--- src/design/dcdc_fault_supervisor_top_defines.svh ---
// assertion macros shared by the supervisor modules
// the enclosing module must provide clk and rst_n
`ifndef DCDC_FAULT_SUPERVISOR_TOP_DEFINES_SVH
`define DCDC_FAULT_SUPERVISOR_TOP_DEFINES_SVH

// property that must hold at every clock edge outside reset
`define DCDCFS_ASSERT(label, prop, msg) \
    label: assert property (@(posedge clk) disable iff (!rst_n) (prop)) else $error(msg);

// same-cycle implication
`define DCDCFS_ASSERT_IMPL(label, ante, cons, msg) \
    label: assert property (@(posedge clk) disable iff (!rst_n) (ante) |-> (cons)) \
        else $error(msg);

// next-cycle implication
`define DCDCFS_ASSERT_NEXT(label, ante, cons, msg) \
    label: assert property (@(posedge clk) disable iff (!rst_n) (ante) |=> (cons)) \
        else $error(msg);

`endif

--- src/design/dcdcfs_pkg.sv ---
// shared types, codes and constants of the dc-dc fault supervisor
// no dependencies
`timescale 1ns / 1ps

package dcdcfs_pkg;

    localparam int RECURRENCE_LIMIT = 5;
    localparam int PERIOD_MIN       = 100;
    localparam int PERIOD_MAX       = 1000;
    localparam int NUM_COUNTERS     = 5;

    localparam logic [2:0]  REC_LIMIT    = 3'(RECURRENCE_LIMIT);
    localparam logic [15:0] PERIOD_MIN_W = 16'(PERIOD_MIN);
    localparam logic [15:0] PERIOD_MAX_W = 16'(PERIOD_MAX);

    // operation codes
    localparam logic [3:0] OP_TICK       = 4'd0;
    localparam logic [3:0] OP_TEMPS      = 4'd1;
    localparam logic [3:0] OP_START      = 4'd2;
    localparam logic [3:0] OP_STOP       = 4'd3;
    localparam logic [3:0] OP_OPENLOOP   = 4'd4;
    localparam logic [3:0] OP_OL_PRIMARY = 4'd5;
    localparam logic [3:0] OP_OL_SR      = 4'd6;
    localparam logic [3:0] OP_OL_DUMMY   = 4'd7;
    localparam logic [3:0] OP_PERIOD     = 4'd8;
    localparam logic [3:0] OP_CNT_RESET  = 4'd9;

    // converter sequence states
    localparam logic [2:0] MODE_SHUTDOWN    = 3'd0;
    localparam logic [2:0] MODE_OPENLOOP    = 3'd1;
    localparam logic [2:0] MODE_WAITCRIT    = 3'd2;
    localparam logic [2:0] MODE_WAITPFC     = 3'd3;
    localparam logic [2:0] MODE_WAITNONCRIT = 3'd4;
    localparam logic [2:0] MODE_SOFTSTART   = 3'd5;
    localparam logic [2:0] MODE_NORMAL      = 3'd6;
    localparam logic [2:0] MODE_LIGHTLOAD   = 3'd7;

    // drive bits
    localparam logic [2:0] DRV_PRI   = 3'b001;
    localparam logic [2:0] DRV_SR    = 3'b010;
    localparam logic [2:0] DRV_DUMMY = 3'b100;

    // fault flag / event counter positions
    localparam int FLAG_HWOC = 0;
    localparam int FLAG_SWOC = 1;
    localparam int FLAG_OT1  = 2;
    localparam int FLAG_OT2  = 3;
    localparam int FLAG_OV   = 4;

    // configuration register indexes
    localparam logic [2:0] REG_OVP_TRIP    = 3'd0;
    localparam logic [2:0] REG_OVP_RELEASE = 3'd1;
    localparam logic [2:0] REG_OCP_TRIP    = 3'd2;
    localparam logic [2:0] REG_OCP_RELEASE = 3'd3;
    localparam logic [2:0] REG_LL_ENTER    = 3'd4;
    localparam logic [2:0] REG_LL_EXIT     = 3'd5;
    localparam logic [2:0] REG_OTP_TRIP    = 3'd6;
    localparam logic [2:0] REG_OTP_RELEASE = 3'd7;

    localparam logic [11:0]        RST_OVP_TRIP    = 12'd4095;
    localparam logic [11:0]        RST_OVP_RELEASE = 12'd4000;
    localparam logic [11:0]        RST_OCP_TRIP    = 12'd4095;
    localparam logic [11:0]        RST_OCP_RELEASE = 12'd4000;
    localparam logic [11:0]        RST_LL_ENTER    = 12'd200;
    localparam logic [11:0]        RST_LL_EXIT     = 12'd340;
    localparam logic signed [15:0] RST_OTP_TRIP    = 16'sd10000;
    localparam logic signed [15:0] RST_OTP_RELEASE = 16'sd9000;

    typedef struct packed {
        logic [11:0]        ovp_trip_raw;
        logic [11:0]        ovp_release_raw;
        logic [11:0]        ocp_trip_raw;
        logic [11:0]        ocp_release_raw;
        logic [11:0]        light_load_enter_raw;
        logic [11:0]        light_load_exit_raw;
        logic signed [15:0] otp_trip_x100;
        logic signed [15:0] otp_release_x100;
    } cfg_t;

    typedef struct packed {
        logic [3:0]         op;
        logic               trip_flag;
        logic [11:0]        output_current_raw;
        logic [11:0]        output_voltage_raw;
        logic               pfc_fault_pin;
        logic               interlock_pin;
        logic signed [15:0] heatsink_1_sample;
        logic signed [15:0] heatsink_2_sample;
        logic               enable_arg;
        logic [15:0]        period_arg;
        logic [2:0]         counter_select;
    } item_t;

    typedef struct packed {
        logic noncritical;
        logic critical;
    } fault_sum_t;

    typedef struct packed {
        logic [2:0]  mode;
        logic [2:0]  drive;
        logic [15:0] period;
        logic        accepted;
    } seq_status_t;

    typedef struct packed {
        logic [2:0]         converter_mode;
        logic               primary_pwm_on;
        logic               sync_rect_on;
        logic               dummy_load_on;
        logic               noncritical_active;
        logic               critical_active;
        logic               command_accepted;
        logic [15:0]        primary_period;
        logic signed [15:0] heatsink_1_temp;
        logic signed [15:0] heatsink_2_temp;
        logic [15:0]        event_count;
    } result_t;

    // first-order filter, alpha 1/16; floor division is an arithmetic shift
    function automatic logic signed [15:0] filter_step(
        input logic signed [15:0] f,
        input logic signed [15:0] s
    );
        logic signed [16:0] diff;
        logic signed [16:0] step;
        logic signed [16:0] res;
        diff = {f[15], f} - {s[15], s};
        step = diff >>> 4;
        res  = {f[15], f} - step;
        return res[15:0];
    endfunction

endpackage

--- src/design/dcdcfs_cfg.sv ---
// threshold register file written through the configuration channel
// depends on dcdcfs_pkg
`timescale 1ns / 1ps

module dcdcfs_cfg (
    input  logic              clk,
    input  logic              rst_n,
    input  logic              wr_en,
    input  logic [2:0]        wr_index,
    input  logic [15:0]       wr_data,
    output dcdcfs_pkg::cfg_t  cfg
);
    import dcdcfs_pkg::*;

    cfg_t cfg_reg;
    cfg_t cfg_next;

    always_comb
    begin
        cfg_next = cfg_reg;
        if (wr_en)
        begin
            unique case (wr_index)
                REG_OVP_TRIP:    cfg_next.ovp_trip_raw         = wr_data[11:0];
                REG_OVP_RELEASE: cfg_next.ovp_release_raw      = wr_data[11:0];
                REG_OCP_TRIP:    cfg_next.ocp_trip_raw         = wr_data[11:0];
                REG_OCP_RELEASE: cfg_next.ocp_release_raw      = wr_data[11:0];
                REG_LL_ENTER:    cfg_next.light_load_enter_raw = wr_data[11:0];
                REG_LL_EXIT:     cfg_next.light_load_exit_raw  = wr_data[11:0];
                REG_OTP_TRIP:    cfg_next.otp_trip_x100        = wr_data;
                REG_OTP_RELEASE: cfg_next.otp_release_x100     = wr_data;
                default:         cfg_next = cfg_reg;
            endcase
        end
    end

    always_ff @(posedge clk or negedge rst_n)
    begin
        if (!rst_n)
        begin
            cfg_reg.ovp_trip_raw         <= RST_OVP_TRIP;
            cfg_reg.ovp_release_raw      <= RST_OVP_RELEASE;
            cfg_reg.ocp_trip_raw         <= RST_OCP_TRIP;
            cfg_reg.ocp_release_raw      <= RST_OCP_RELEASE;
            cfg_reg.light_load_enter_raw <= RST_LL_ENTER;
            cfg_reg.light_load_exit_raw  <= RST_LL_EXIT;
            cfg_reg.otp_trip_x100        <= RST_OTP_TRIP;
            cfg_reg.otp_release_x100     <= RST_OTP_RELEASE;
        end
        else
        begin
            cfg_reg <= cfg_next;
        end
    end

    assign cfg = cfg_reg;

endmodule

--- src/design/dcdcfs_faults.sv ---
// fault flags, trip recurrence, event counters and temperature filters
// depends on dcdcfs_pkg and the assertion macro header
`timescale 1ns / 1ps
`include "dcdc_fault_supervisor_top_defines.svh"

module dcdcfs_faults (
    input  logic                    clk,
    input  logic                    rst_n,
    input  logic                    fire,
    input  dcdcfs_pkg::item_t       item,
    input  dcdcfs_pkg::cfg_t        cfg,
    output dcdcfs_pkg::fault_sum_t  summary_next,
    output logic signed [15:0]      temp1_next,
    output logic signed [15:0]      temp2_next,
    output logic [15:0]             count_sel,
    output logic                    sel_ok
);
    import dcdcfs_pkg::*;

    logic [2:0]         rec_reg;
    logic [2:0]         rec_next;
    logic [4:0]         flags_reg;
    logic [4:0]         flags_next;
    fault_sum_t         summary_reg;
    logic [15:0]        cnt_reg  [NUM_COUNTERS];
    logic [15:0]        cnt_next [NUM_COUNTERS];
    logic signed [15:0] temp1_reg;
    logic signed [15:0] temp2_reg;
    logic [4:0]         above;
    logic [4:0]         below;

    assign sel_ok = (item.counter_select < 3'(NUM_COUNTERS));

    // hysteresis compares; the hardware trip slot is handled separately
    always_comb
    begin
        above = '0;
        below = '0;
        above[FLAG_SWOC] = item.output_current_raw > cfg.ocp_trip_raw;
        below[FLAG_SWOC] = item.output_current_raw < cfg.ocp_release_raw;
        above[FLAG_OT1]  = temp1_reg > cfg.otp_trip_x100;
        below[FLAG_OT1]  = temp1_reg < cfg.otp_release_x100;
        above[FLAG_OT2]  = temp2_reg > cfg.otp_trip_x100;
        below[FLAG_OT2]  = temp2_reg < cfg.otp_release_x100;
        above[FLAG_OV]   = item.output_voltage_raw > cfg.ovp_trip_raw;
        below[FLAG_OV]   = item.output_voltage_raw < cfg.ovp_release_raw;
    end

    always_comb
    begin
        rec_next     = rec_reg;
        flags_next   = flags_reg;
        summary_next = summary_reg;
        temp1_next   = temp1_reg;
        temp2_next   = temp2_reg;
        for (int i = 0; i < NUM_COUNTERS; i++)
        begin
            cnt_next[i] = cnt_reg[i];
        end
        if (fire)
        begin
            unique case (item.op)
                OP_TICK:
                begin
                    if (item.trip_flag)
                    begin
                        if (({1'b0, rec_reg} + 4'd1) >= {1'b0, REC_LIMIT})
                        begin
                            rec_next              = REC_LIMIT;
                            cnt_next[FLAG_HWOC]   = cnt_reg[FLAG_HWOC] + 16'd1;
                            flags_next[FLAG_HWOC] = 1'b1;
                        end
                        else
                        begin
                            rec_next = rec_reg + 3'd1;
                        end
                    end
                    else if (rec_reg <= 3'd1)
                    begin
                        rec_next              = 3'd0;
                        flags_next[FLAG_HWOC] = 1'b0;
                    end
                    else
                    begin
                        rec_next = rec_reg - 3'd1;
                    end
                    for (int k = FLAG_SWOC; k < NUM_COUNTERS; k++)
                    begin
                        if (above[k])
                        begin
                            cnt_next[k]   = cnt_reg[k] + 16'd1;
                            flags_next[k] = 1'b1;
                        end
                        else if (below[k])
                        begin
                            flags_next[k] = 1'b0;
                        end
                    end
                    summary_next.noncritical = |flags_next;
                    summary_next.critical    = !item.interlock_pin || item.pfc_fault_pin;
                end
                OP_TEMPS:
                begin
                    temp1_next = filter_step(temp1_reg, item.heatsink_1_sample);
                    temp2_next = filter_step(temp2_reg, item.heatsink_2_sample);
                end
                OP_CNT_RESET:
                begin
                    if (sel_ok)
                    begin
                        cnt_next[item.counter_select] = 16'd0;
                    end
                end
                default:
                begin
                end
            endcase
        end
    end

    assign count_sel = sel_ok ? cnt_next[item.counter_select] : 16'd0;

    always_ff @(posedge clk or negedge rst_n)
    begin
        if (!rst_n)
        begin
            rec_reg     <= 3'd0;
            flags_reg   <= 5'd0;
            summary_reg <= '0;
            temp1_reg   <= 16'sd0;
            temp2_reg   <= 16'sd0;
            for (int i = 0; i < NUM_COUNTERS; i++)
            begin
                cnt_reg[i] <= 16'd0;
            end
        end
        else
        begin
            rec_reg     <= rec_next;
            flags_reg   <= flags_next;
            summary_reg <= summary_next;
            temp1_reg   <= temp1_next;
            temp2_reg   <= temp2_next;
            for (int i = 0; i < NUM_COUNTERS; i++)
            begin
                cnt_reg[i] <= cnt_next[i];
            end
        end
    end

    `DCDCFS_ASSERT(a_rec_bound, rec_reg <= REC_LIMIT, "trip recurrence beyond limit")
    `DCDCFS_ASSERT_IMPL(a_rec_full_flag, rec_reg == REC_LIMIT, flags_reg[FLAG_HWOC], "hwoc flag clear at limit")
    `DCDCFS_ASSERT_IMPL(a_rec_zero_flag, rec_reg == 3'd0, !flags_reg[FLAG_HWOC], "hwoc flag set at zero count")

endmodule

--- src/design/dcdcfs_seq.sv ---
// converter sequencer: run/open-loop commands, overrides and mode steps
// depends on dcdcfs_pkg and the assertion macro header
`timescale 1ns / 1ps
`include "dcdc_fault_supervisor_top_defines.svh"

module dcdcfs_seq (
    input  logic                     clk,
    input  logic                     rst_n,
    input  logic                     fire,
    input  dcdcfs_pkg::item_t        item,
    input  dcdcfs_pkg::cfg_t         cfg,
    input  dcdcfs_pkg::fault_sum_t   faults,
    input  logic                     sel_ok,
    output dcdcfs_pkg::seq_status_t  status
);
    import dcdcfs_pkg::*;

    logic [2:0]  mode_reg;
    logic [2:0]  mode_next;
    logic        run_reg;
    logic        run_next;
    logic        olm_reg;
    logic        olm_next;
    logic [2:0]  olr_reg;
    logic [2:0]  olr_next;
    logic [2:0]  drive_reg;
    logic [2:0]  drive_next;
    logic [15:0] period_reg;
    logic [15:0] period_next;
    logic        acc;
    logic [1:0]  olr_bit;

    assign olr_bit = 2'(item.op - OP_OL_PRIMARY);

    always_comb
    begin
        mode_next   = mode_reg;
        run_next    = run_reg;
        olm_next    = olm_reg;
        olr_next    = olr_reg;
        drive_next  = drive_reg;
        period_next = period_reg;
        acc         = 1'b1;
        if (fire)
        begin
            unique case (item.op) inside
                OP_TICK:
                begin
                    if (!run_reg)
                    begin
                        drive_next  = 3'b000;
                        olm_next    = 1'b0;
                        olr_next    = 3'b000;
                        period_next = PERIOD_MIN_W;
                        mode_next   = MODE_SHUTDOWN;
                    end
                    // fault overrides push the sequence back to a wait state
                    if (faults.critical)
                    begin
                        if (mode_next > MODE_WAITPFC)
                        begin
                            drive_next = 3'b000;
                            mode_next  = MODE_WAITCRIT;
                        end
                    end
                    else if (faults.noncritical)
                    begin
                        if (mode_next > MODE_WAITNONCRIT)
                        begin
                            drive_next = 3'b000;
                            mode_next  = MODE_WAITNONCRIT;
                        end
                    end
                    unique case (mode_next)
                        MODE_SHUTDOWN:
                        begin
                            if (run_reg)
                            begin
                                mode_next = olm_next ? MODE_OPENLOOP : MODE_WAITPFC;
                            end
                        end
                        MODE_OPENLOOP:
                        begin
                            drive_next = olr_next;
                            if (faults.noncritical)
                            begin
                                run_next = 1'b0;
                            end
                        end
                        MODE_WAITCRIT:
                        begin
                            if (!faults.critical)
                            begin
                                mode_next = MODE_WAITPFC;
                            end
                        end
                        MODE_WAITPFC:
                        begin
                            if (!faults.critical)
                            begin
                                mode_next = MODE_WAITNONCRIT;
                            end
                        end
                        MODE_WAITNONCRIT:
                        begin
                            if (!faults.noncritical)
                            begin
                                drive_next = drive_next | DRV_PRI | DRV_SR;
                                mode_next  = MODE_SOFTSTART;
                            end
                        end
                        MODE_SOFTSTART:
                        begin
                            mode_next = MODE_NORMAL;
                        end
                        MODE_NORMAL:
                        begin
                            if (item.output_current_raw < cfg.light_load_enter_raw)
                            begin
                                drive_next = drive_next | DRV_DUMMY;
                                mode_next  = MODE_LIGHTLOAD;
                            end
                        end
                        default:
                        begin
                            // light load
                            if (item.output_current_raw > cfg.light_load_exit_raw)
                            begin
                                drive_next = drive_next & ~DRV_DUMMY;
                                mode_next  = MODE_NORMAL;
                            end
                        end
                    endcase
                end
                OP_TEMPS:
                begin
                    acc = 1'b1;
                end
                OP_START:
                begin
                    run_next = 1'b1;
                end
                OP_STOP:
                begin
                    run_next = 1'b0;
                end
                OP_OPENLOOP:
                begin
                    acc = 1'b0;
                    if (item.enable_arg && (mode_reg == MODE_SHUTDOWN))
                    begin
                        olm_next = 1'b1;
                        run_next = 1'b1;
                        acc      = 1'b1;
                    end
                    else if (!item.enable_arg && (mode_reg == MODE_OPENLOOP))
                    begin
                        olm_next = 1'b0;
                        run_next = 1'b0;
                        acc      = 1'b1;
                    end
                end
                OP_OL_PRIMARY, OP_OL_SR, OP_OL_DUMMY:
                begin
                    acc = olm_reg;
                    if (olm_reg)
                    begin
                        olr_next[olr_bit] = item.enable_arg;
                    end
                end
                OP_PERIOD:
                begin
                    acc = olm_reg && (item.period_arg >= PERIOD_MIN_W)
                          && (item.period_arg <= PERIOD_MAX_W);
                    if (acc)
                    begin
                        period_next = item.period_arg;
                    end
                end
                OP_CNT_RESET:
                begin
                    acc = sel_ok;
                end
                default:
                begin
                    acc = 1'b0;
                end
            endcase
        end
    end

    always_ff @(posedge clk or negedge rst_n)
    begin
        if (!rst_n)
        begin
            mode_reg   <= MODE_SHUTDOWN;
            run_reg    <= 1'b0;
            olm_reg    <= 1'b0;
            olr_reg    <= 3'b000;
            drive_reg  <= 3'b000;
            period_reg <= PERIOD_MIN_W;
        end
        else
        begin
            mode_reg   <= mode_next;
            run_reg    <= run_next;
            olm_reg    <= olm_next;
            olr_reg    <= olr_next;
            drive_reg  <= drive_next;
            period_reg <= period_next;
        end
    end

    assign status.mode     = mode_next;
    assign status.drive    = drive_next;
    assign status.period   = period_next;
    assign status.accepted = acc;

    `DCDCFS_ASSERT_IMPL(a_shutdown_drive_off, mode_reg == MODE_SHUTDOWN, drive_reg == 3'b000, "drive on in shutdown")

endmodule

--- src/design/dcdc_fault_supervisor_top.sv ---
// dc-dc converter fault supervisor, top level: stream ports, input and result stages
// depends on dcdcfs_pkg, dcdcfs_cfg, dcdcfs_faults, dcdcfs_seq and the macro header
//
// usage:
//   s_* carries one command word per handshake: s_tuser holds the op code,
//   s_tdata the sample and argument fields. every accepted word yields exactly
//   one result word on m_*, in order, with the mode, drive bits, fault summary,
//   acceptance, period, filtered temperatures and the selected event counter.
//   cfg_* writes one threshold register per handshake (index 0..7); write only
//   while no command is in flight. cfg_ready is always high.
//   an accepted word moves from the input register to the result register when
//   the result stage is free; throughput is one word per cycle while m_tready
//   does not stall the output. all state updates for a word are made between
//   the input register and the result register. stall: while m_tready is low
//   the result is held, the input register takes one more word and s_tready
//   then drops until the result is taken. reset: all sequencer and fault state
//   clear, mode shutdown, period at its minimum, thresholds at their defaults.
`timescale 1ns / 1ps
`include "dcdc_fault_supervisor_top_defines.svh"

module dcdc_fault_supervisor_top (
    input  logic        clk,
    input  logic        rst_n,
    // op[3:0]
    input  logic [3:0]  s_tuser,
    // trip_flag[0], output_current_raw[12:1], output_voltage_raw[24:13],
    // pfc_fault_pin[25], interlock_pin[26], heatsink_1_sample[42:27],
    // heatsink_2_sample[58:43], enable_arg[59], period_arg[75:60],
    // counter_select[78:76], zero[79]
    input  logic [79:0] s_tdata,
    input  logic        s_tvalid,
    output logic        s_tready,
    // converter_mode[2:0], primary_pwm_on[3], sync_rect_on[4], dummy_load_on[5],
    // noncritical_active[6], critical_active[7], command_accepted[8],
    // primary_period[24:9], heatsink_1_temp[40:25], heatsink_2_temp[56:41],
    // event_count[72:57], zero[79:73]
    output logic [79:0] m_tdata,
    output logic        m_tvalid,
    input  logic        m_tready,
    input  logic        cfg_valid,
    output logic        cfg_ready,
    input  logic [2:0]  cfg_index,
    input  logic [15:0] cfg_data
);
    import dcdcfs_pkg::*;

    item_t              item_in;
    item_t              item_reg;
    logic               in_valid_reg;
    logic               in_valid_next;
    result_t            res_reg;
    result_t            res_next;
    logic               out_valid_reg;
    logic               out_valid_next;
    logic               out_free;
    logic               fire;
    cfg_t               cfg;
    fault_sum_t         summary_next;
    logic signed [15:0] temp1_next;
    logic signed [15:0] temp2_next;
    logic [15:0]        count_sel;
    logic               sel_ok;
    seq_status_t        seq_status;

    assign item_in.op                 = s_tuser;
    assign item_in.trip_flag          = s_tdata[0];
    assign item_in.output_current_raw = s_tdata[12:1];
    assign item_in.output_voltage_raw = s_tdata[24:13];
    assign item_in.pfc_fault_pin      = s_tdata[25];
    assign item_in.interlock_pin      = s_tdata[26];
    assign item_in.heatsink_1_sample  = s_tdata[42:27];
    assign item_in.heatsink_2_sample  = s_tdata[58:43];
    assign item_in.enable_arg         = s_tdata[59];
    assign item_in.period_arg         = s_tdata[75:60];
    assign item_in.counter_select     = s_tdata[78:76];

    assign out_free  = !out_valid_reg || m_tready;
    assign fire      = in_valid_reg && out_free;
    assign s_tready  = !in_valid_reg || out_free;
    assign cfg_ready = 1'b1;

    dcdcfs_cfg u_cfg (
        .clk      (clk),
        .rst_n    (rst_n),
        .wr_en    (cfg_valid),
        .wr_index (cfg_index),
        .wr_data  (cfg_data),
        .cfg      (cfg)
    );

    dcdcfs_faults u_faults (
        .clk          (clk),
        .rst_n        (rst_n),
        .fire         (fire),
        .item         (item_reg),
        .cfg          (cfg),
        .summary_next (summary_next),
        .temp1_next   (temp1_next),
        .temp2_next   (temp2_next),
        .count_sel    (count_sel),
        .sel_ok       (sel_ok)
    );

    dcdcfs_seq u_seq (
        .clk    (clk),
        .rst_n  (rst_n),
        .fire   (fire),
        .item   (item_reg),
        .cfg    (cfg),
        .faults (summary_next),
        .sel_ok (sel_ok),
        .status (seq_status)
    );

    always_comb
    begin
        res_next.converter_mode     = seq_status.mode;
        res_next.primary_pwm_on     = |(seq_status.drive & DRV_PRI);
        res_next.sync_rect_on       = |(seq_status.drive & DRV_SR);
        res_next.dummy_load_on      = |(seq_status.drive & DRV_DUMMY);
        res_next.noncritical_active = summary_next.noncritical;
        res_next.critical_active    = summary_next.critical;
        res_next.command_accepted   = seq_status.accepted;
        res_next.primary_period     = seq_status.period;
        res_next.heatsink_1_temp    = temp1_next;
        res_next.heatsink_2_temp    = temp2_next;
        res_next.event_count        = count_sel;
    end

    always_comb
    begin
        in_valid_next = in_valid_reg;
        if (s_tvalid && s_tready)
        begin
            in_valid_next = 1'b1;
        end
        else if (fire)
        begin
            in_valid_next = 1'b0;
        end
        out_valid_next = out_valid_reg;
        if (fire)
        begin
            out_valid_next = 1'b1;
        end
        else if (m_tready)
        begin
            out_valid_next = 1'b0;
        end
    end

    always_ff @(posedge clk or negedge rst_n)
    begin
        if (!rst_n)
        begin
            in_valid_reg  <= 1'b0;
            out_valid_reg <= 1'b0;
        end
        else
        begin
            in_valid_reg  <= in_valid_next;
            out_valid_reg <= out_valid_next;
        end
    end

    // payload stages
    always_ff @(posedge clk)
    begin
        if (s_tvalid && s_tready)
        begin
            item_reg <= item_in;
        end
        if (fire)
        begin
            res_reg <= res_next;
        end
    end

    assign m_tvalid = out_valid_reg;
    assign m_tdata  = {7'd0, res_reg.event_count, res_reg.heatsink_2_temp,
                       res_reg.heatsink_1_temp, res_reg.primary_period,
                       res_reg.command_accepted, res_reg.critical_active,
                       res_reg.noncritical_active, res_reg.dummy_load_on,
                       res_reg.sync_rect_on, res_reg.primary_pwm_on,
                       res_reg.converter_mode};

    `DCDCFS_ASSERT_NEXT(a_fire_gives_result, fire, out_valid_reg, "processed word left no result")

endmodule
--- config.mk ---
export PLATFORM = sky130hd
export DESIGN_NAME = dcdc_fault_supervisor_top
export DESIGN_NICKNAME = d
export VERILOG_FILES = /design/src/design/dcdcfs_pkg.sv /design/src/design/dcdcfs_cfg.sv /design/src/design/dcdcfs_faults.sv /design/src/design/dcdcfs_seq.sv /design/src/design/dcdc_fault_supervisor_top.sv
export VERILOG_INCLUDE_DIRS = /design/src /design/src/design
export SDC_FILE = /design/constraint.sdc
export NUM_CORES = 1
export LEC_CHECK = 0
export BUFFER_PORTS_ARGS = -buffer_cell sky130_fd_sc_hd__buf_2
export CORE_ASPECT_RATIO = 1.75
export CORE_MARGIN = 2
export CORE_UTILIZATION = 40
export CTS_BUF_LIST = sky130_fd_sc_hd__clkbuf_8 sky130_fd_sc_hd__clkbuf_16
export DETAILED_ROUTE_END_ITERATION = 8
export PLACE_DENSITY = 0.7
export SETUP_SLACK_MARGIN = 0.2
export SLEW_MARGIN = 30
export SYNTH_ARGS = -nofsm -noshare
export SYNTH_HDL_FRONTEND = slang
export SYNTH_SLANG_ARGS = --single-unit
--- constraint.sdc ---
create_clock -name clk -period 4.2 [get_ports clk]
set_clock_uncertainty 0.05 [all_clocks]
set_input_delay 0.63 -clock clk [delete_from_list [all_inputs] [get_ports clk]]
set_output_delay 0.63 -clock clk [all_outputs]
set_load 0.01 [all_outputs]
==> flow_summary_export.csv <==
group,metric,value,unit
outcome,status,"finished clean",
synth,yosysUniqueCellTypes,96,
synth,synth.cell_area,23400,um2
setup_path,critPathCaptureType,"flip-flop",
place,hpwl,50.9,mm
synth,synth_xor_xnor_area_share,1.72,%
timing,rsz0062_at_grt,"yes",
die,dieArea,60400,um2
timing,setup_ws,213,ps
clocking,tritoncts,"done",
power_and_ir_drop,vdd_drop_max,568,uV
synth,synth-edff-count,156,
synth,ys_ff_latch,411,
synth,synth_top_area_share,21.3,%
global_routing,grt_antenna_before_repair,2,
power_and_ir_drop,power_leakage,12.1,nW
final_layout,area_growth_syn_to_layout,18.3,%
min_path,hold_path.class,"in -> reg",
final_layout,utilization,47.7,%
synth,synth_largest_area_cell,"dfrtp_1",
die,rows,117,
global_routing,grt_max_degree,80,
clocking,cts_root_buf,"clkbuf_16",
routing,ant_nets,0,
routing,wl,68.9,mm
timing,tightest_slew,926,ps
synth,synthFlopType,"dfrtp_1",
place,place_congestion,0.945,
synth,ys_seq_area_share,47.7,%
setup_path,required,4470,ps
global_routing,grt_use_total,22.4,%
die,die_w,187,um
synth,synth_mux_area_share,3.16,%
global_routing,grt_pass1_wl,106,mm
synth,synth_area_leaders,"dfrtp_1 (21%), edfxtp_1 (20%), ha_1 (11%)",
clocking,cts.path.max_buffers,3,
die,ioPinCount,191,
job,cap_violations,0,
setup_path,crit_fanout,4,
global_routing,grt-ovfl-total,0,
synth,synth_top_family_by_area,"compound AO/OA/AOI/OAI gates",
timing,hold_viol,0,
clocking,htree_levels,2,
timing,finalCritPeriodShare,94.9,%
timing,period_minus_slack,3990,ps
routing,drc_errors,0,
place,port_buffers,181,
setup_path,cp_data_arrival_time,4250,ps
clocking,cts.sinks,411,
final_layout,drive_gt1_share,23.0,%
routing,drt_iter0_markers,1175,
synth,yosys.area_share.simple,13.9,%
synth,synth.avg_cell_area,10.3,um2
timing,slew_headroom,38.3,%
setup_path,criticalPathCategory,"reg -> reg",
synth,yosys_warnings,0,
synth,synth-compound-area-share,18.1,%
die,initial_core_util,40.3,%
timing,slew_violations,0,
timing,finalSetupViolations,0,
power_and_ir_drop,powerDensity,625,nW/um2
synth,synth_fa_ha_area_share,10.9,%
timing,fmax,251,MHz
timing,tns,0,ps
final_layout,final_nets,2840,
clocking,numCtsBuffers,41,
routing,dr.pass1.iters,6,
synth,async_flop_share,62.0,%
routing,wl_per_cell,20.6,um
clocking,clkTransAtPathRegs,70,ps
synth,postSynthCellCount,2276,
final_layout,largest_register_ffs,104,
place,dp_slack,-86.0,ps
die,core_area,58000,um2
routing,viasPerCell,5.72,
die,die_y,324,um
setup_path,critical_path.startpoint_type,"flip-flop",
routing,num_vias,19093,
global_routing,grt_pass1_vias,19736,
clocking,clock_latency,580,ps
## path summary, 6_finish.rpt
path / end / cells after the start / from / slack, ps
setup / recovery: m_tdata[40]$_DFFE_PP_ / 18 / u_faults.temp1_reg[2]$_DFF_PN0_ / 210
min in group asynchronous: u_cfg.cfg[44]$_DFFE_PN0P_ / 2 / rst_n / 540
hold reg to reg: u_seq.period_reg[11]$_DFF_PN0_ / 1 / u_seq.period_reg[11]$_DFF_PN0_ / 420
hold / removal: item_reg[67]$_DFFE_PP_ / 1 / s_tdata[2] / 170
setup reg to reg: m_tdata[40]$_DFFE_PP_ / 18 / u_faults.temp1_reg[2]$_DFF_PN0_ / 210
max in group asynchronous: u_cfg.cfg[13]$_DFFE_PN1P_ / 3 / rst_n / 2610
## stage by stage
stage | instances | instance area [um2] | power (W) | hold slack (ps)
after detailed placement | 3242 | 25700 | 0.0124 | 413
after floorplan | 2282 | 23400 | 0.0102 | 284
after CTS | 3322 | 27200 | 0.0165 | 152
after global placement | 3241 | 25700 | 0.0121 | 411
after global routing | 3338 | 27600 | 0.0184 | 156
final | 3338 | 27600 | 0.0173 | 175
## layer usage
metal | GRT usage [%] | vias up | wire length (um) | share of wire, %
met4 | 16.2 | 0 | 5450 | 7.9
met3 | 3.13 | 282 | 3230 | 4.7
li1 | - | 8886 | - | -
met5 | 0 | - | 0 | 0
met1 | 22.7 | 9257 | 24000 | 35
met2 | 42.1 | 668 | 36200 | 53
## cells by family (layout without fill, tap and decap cells)
family	count (synthesis)	after routing
AOI/OAI and AO/OA	633	633
xor gates and xnor gates	46	46
adders and majority gates	202	202
buffers and inverters	271	552
DFF	411	411
muxes	66	66
other	2	10
and+or+nand+nor	645	645
## worst max-delay path: stages, from the launching register on
cell and delay (ps):
dfrtp_1 430, ha_4 270, a21oi_2 140, o21ai_2 70
a41o_1 280, nor2_2 150, nor2b_1 60, nor2_1 120
xor2_1 240, ha_1 320, and3_4 210, a21oi_4 140
nand3_2 90, o211ai_1 140, o211ai_1 260, o2111ai_2 290
nand4_1 110, nor3b_2 180, xor2_1 190
## synth_stat cells, types with 23 or more instances
library cell  count
clkbuf_1         63
mux2_2           62
o21ai_0         210
nor3_1           43
a31oi_1          39
o211ai_1         23
and2_1           31
a21o_1           36
nand2b_1         27
dfstp_2          56
ha_1            200
dfrtp_1         199
nor2_1           98
and3_1           23
nand2_1         230
a21oi_1          98
nand4_1          38
xnor2_1          26
edfxtp_1        156
inv_1           186
nand3_1          39
## report_power, final
group	total [W]	leakage (nW)	internal (W)	switching [W]
Clock	0.00378	0.685	0.00215	0.00163
Combinational	0.00793	6.75	0.00353	0.00440
Sequential	0.00556	4.68	0.00499	0.000565
Total	0.0173	12.1	0.0107	0.00660
## repair_timing
| action | CTS | global route |
|---|---|---|
| hold endpoints to repair | 37 | 0 |
| setup buffers | 3 | 14 |
| pin swaps | 12 | 57 |
| cloned | 0 | 0 |
| resized for setup | 21 | 69 |
| hold buffers | 1 | 0 |
| setup endpoints to repair | 15 | 33 |
## layout by cell type, fill, tap and decap left out, drive strengths merged, types with 45 or more instances in the layout
cell	Yosys	routed
inv	186	194
buf	22	289
mux2	62	62
nand2	231	231
a21oi	99	99
dfrtp	199	199
edfxtp	156	156
ha	200	200
dfstp	56	56
clkbuf	63	45
nor3	45	45
o21ai	215	215
nor2	98	98
## area by class of cell
class	instances	area, um2
inverter	186	699
clock inverter	31	259
clock buffer	45	1100
multi-input combinational	1600	11700
fill	5287	30300
antenna	2	5.00
timing repair buffer	290	1790
sequential	411	11100
tap	773	967
Note: power is estimated with default switching activity, not from simulation.
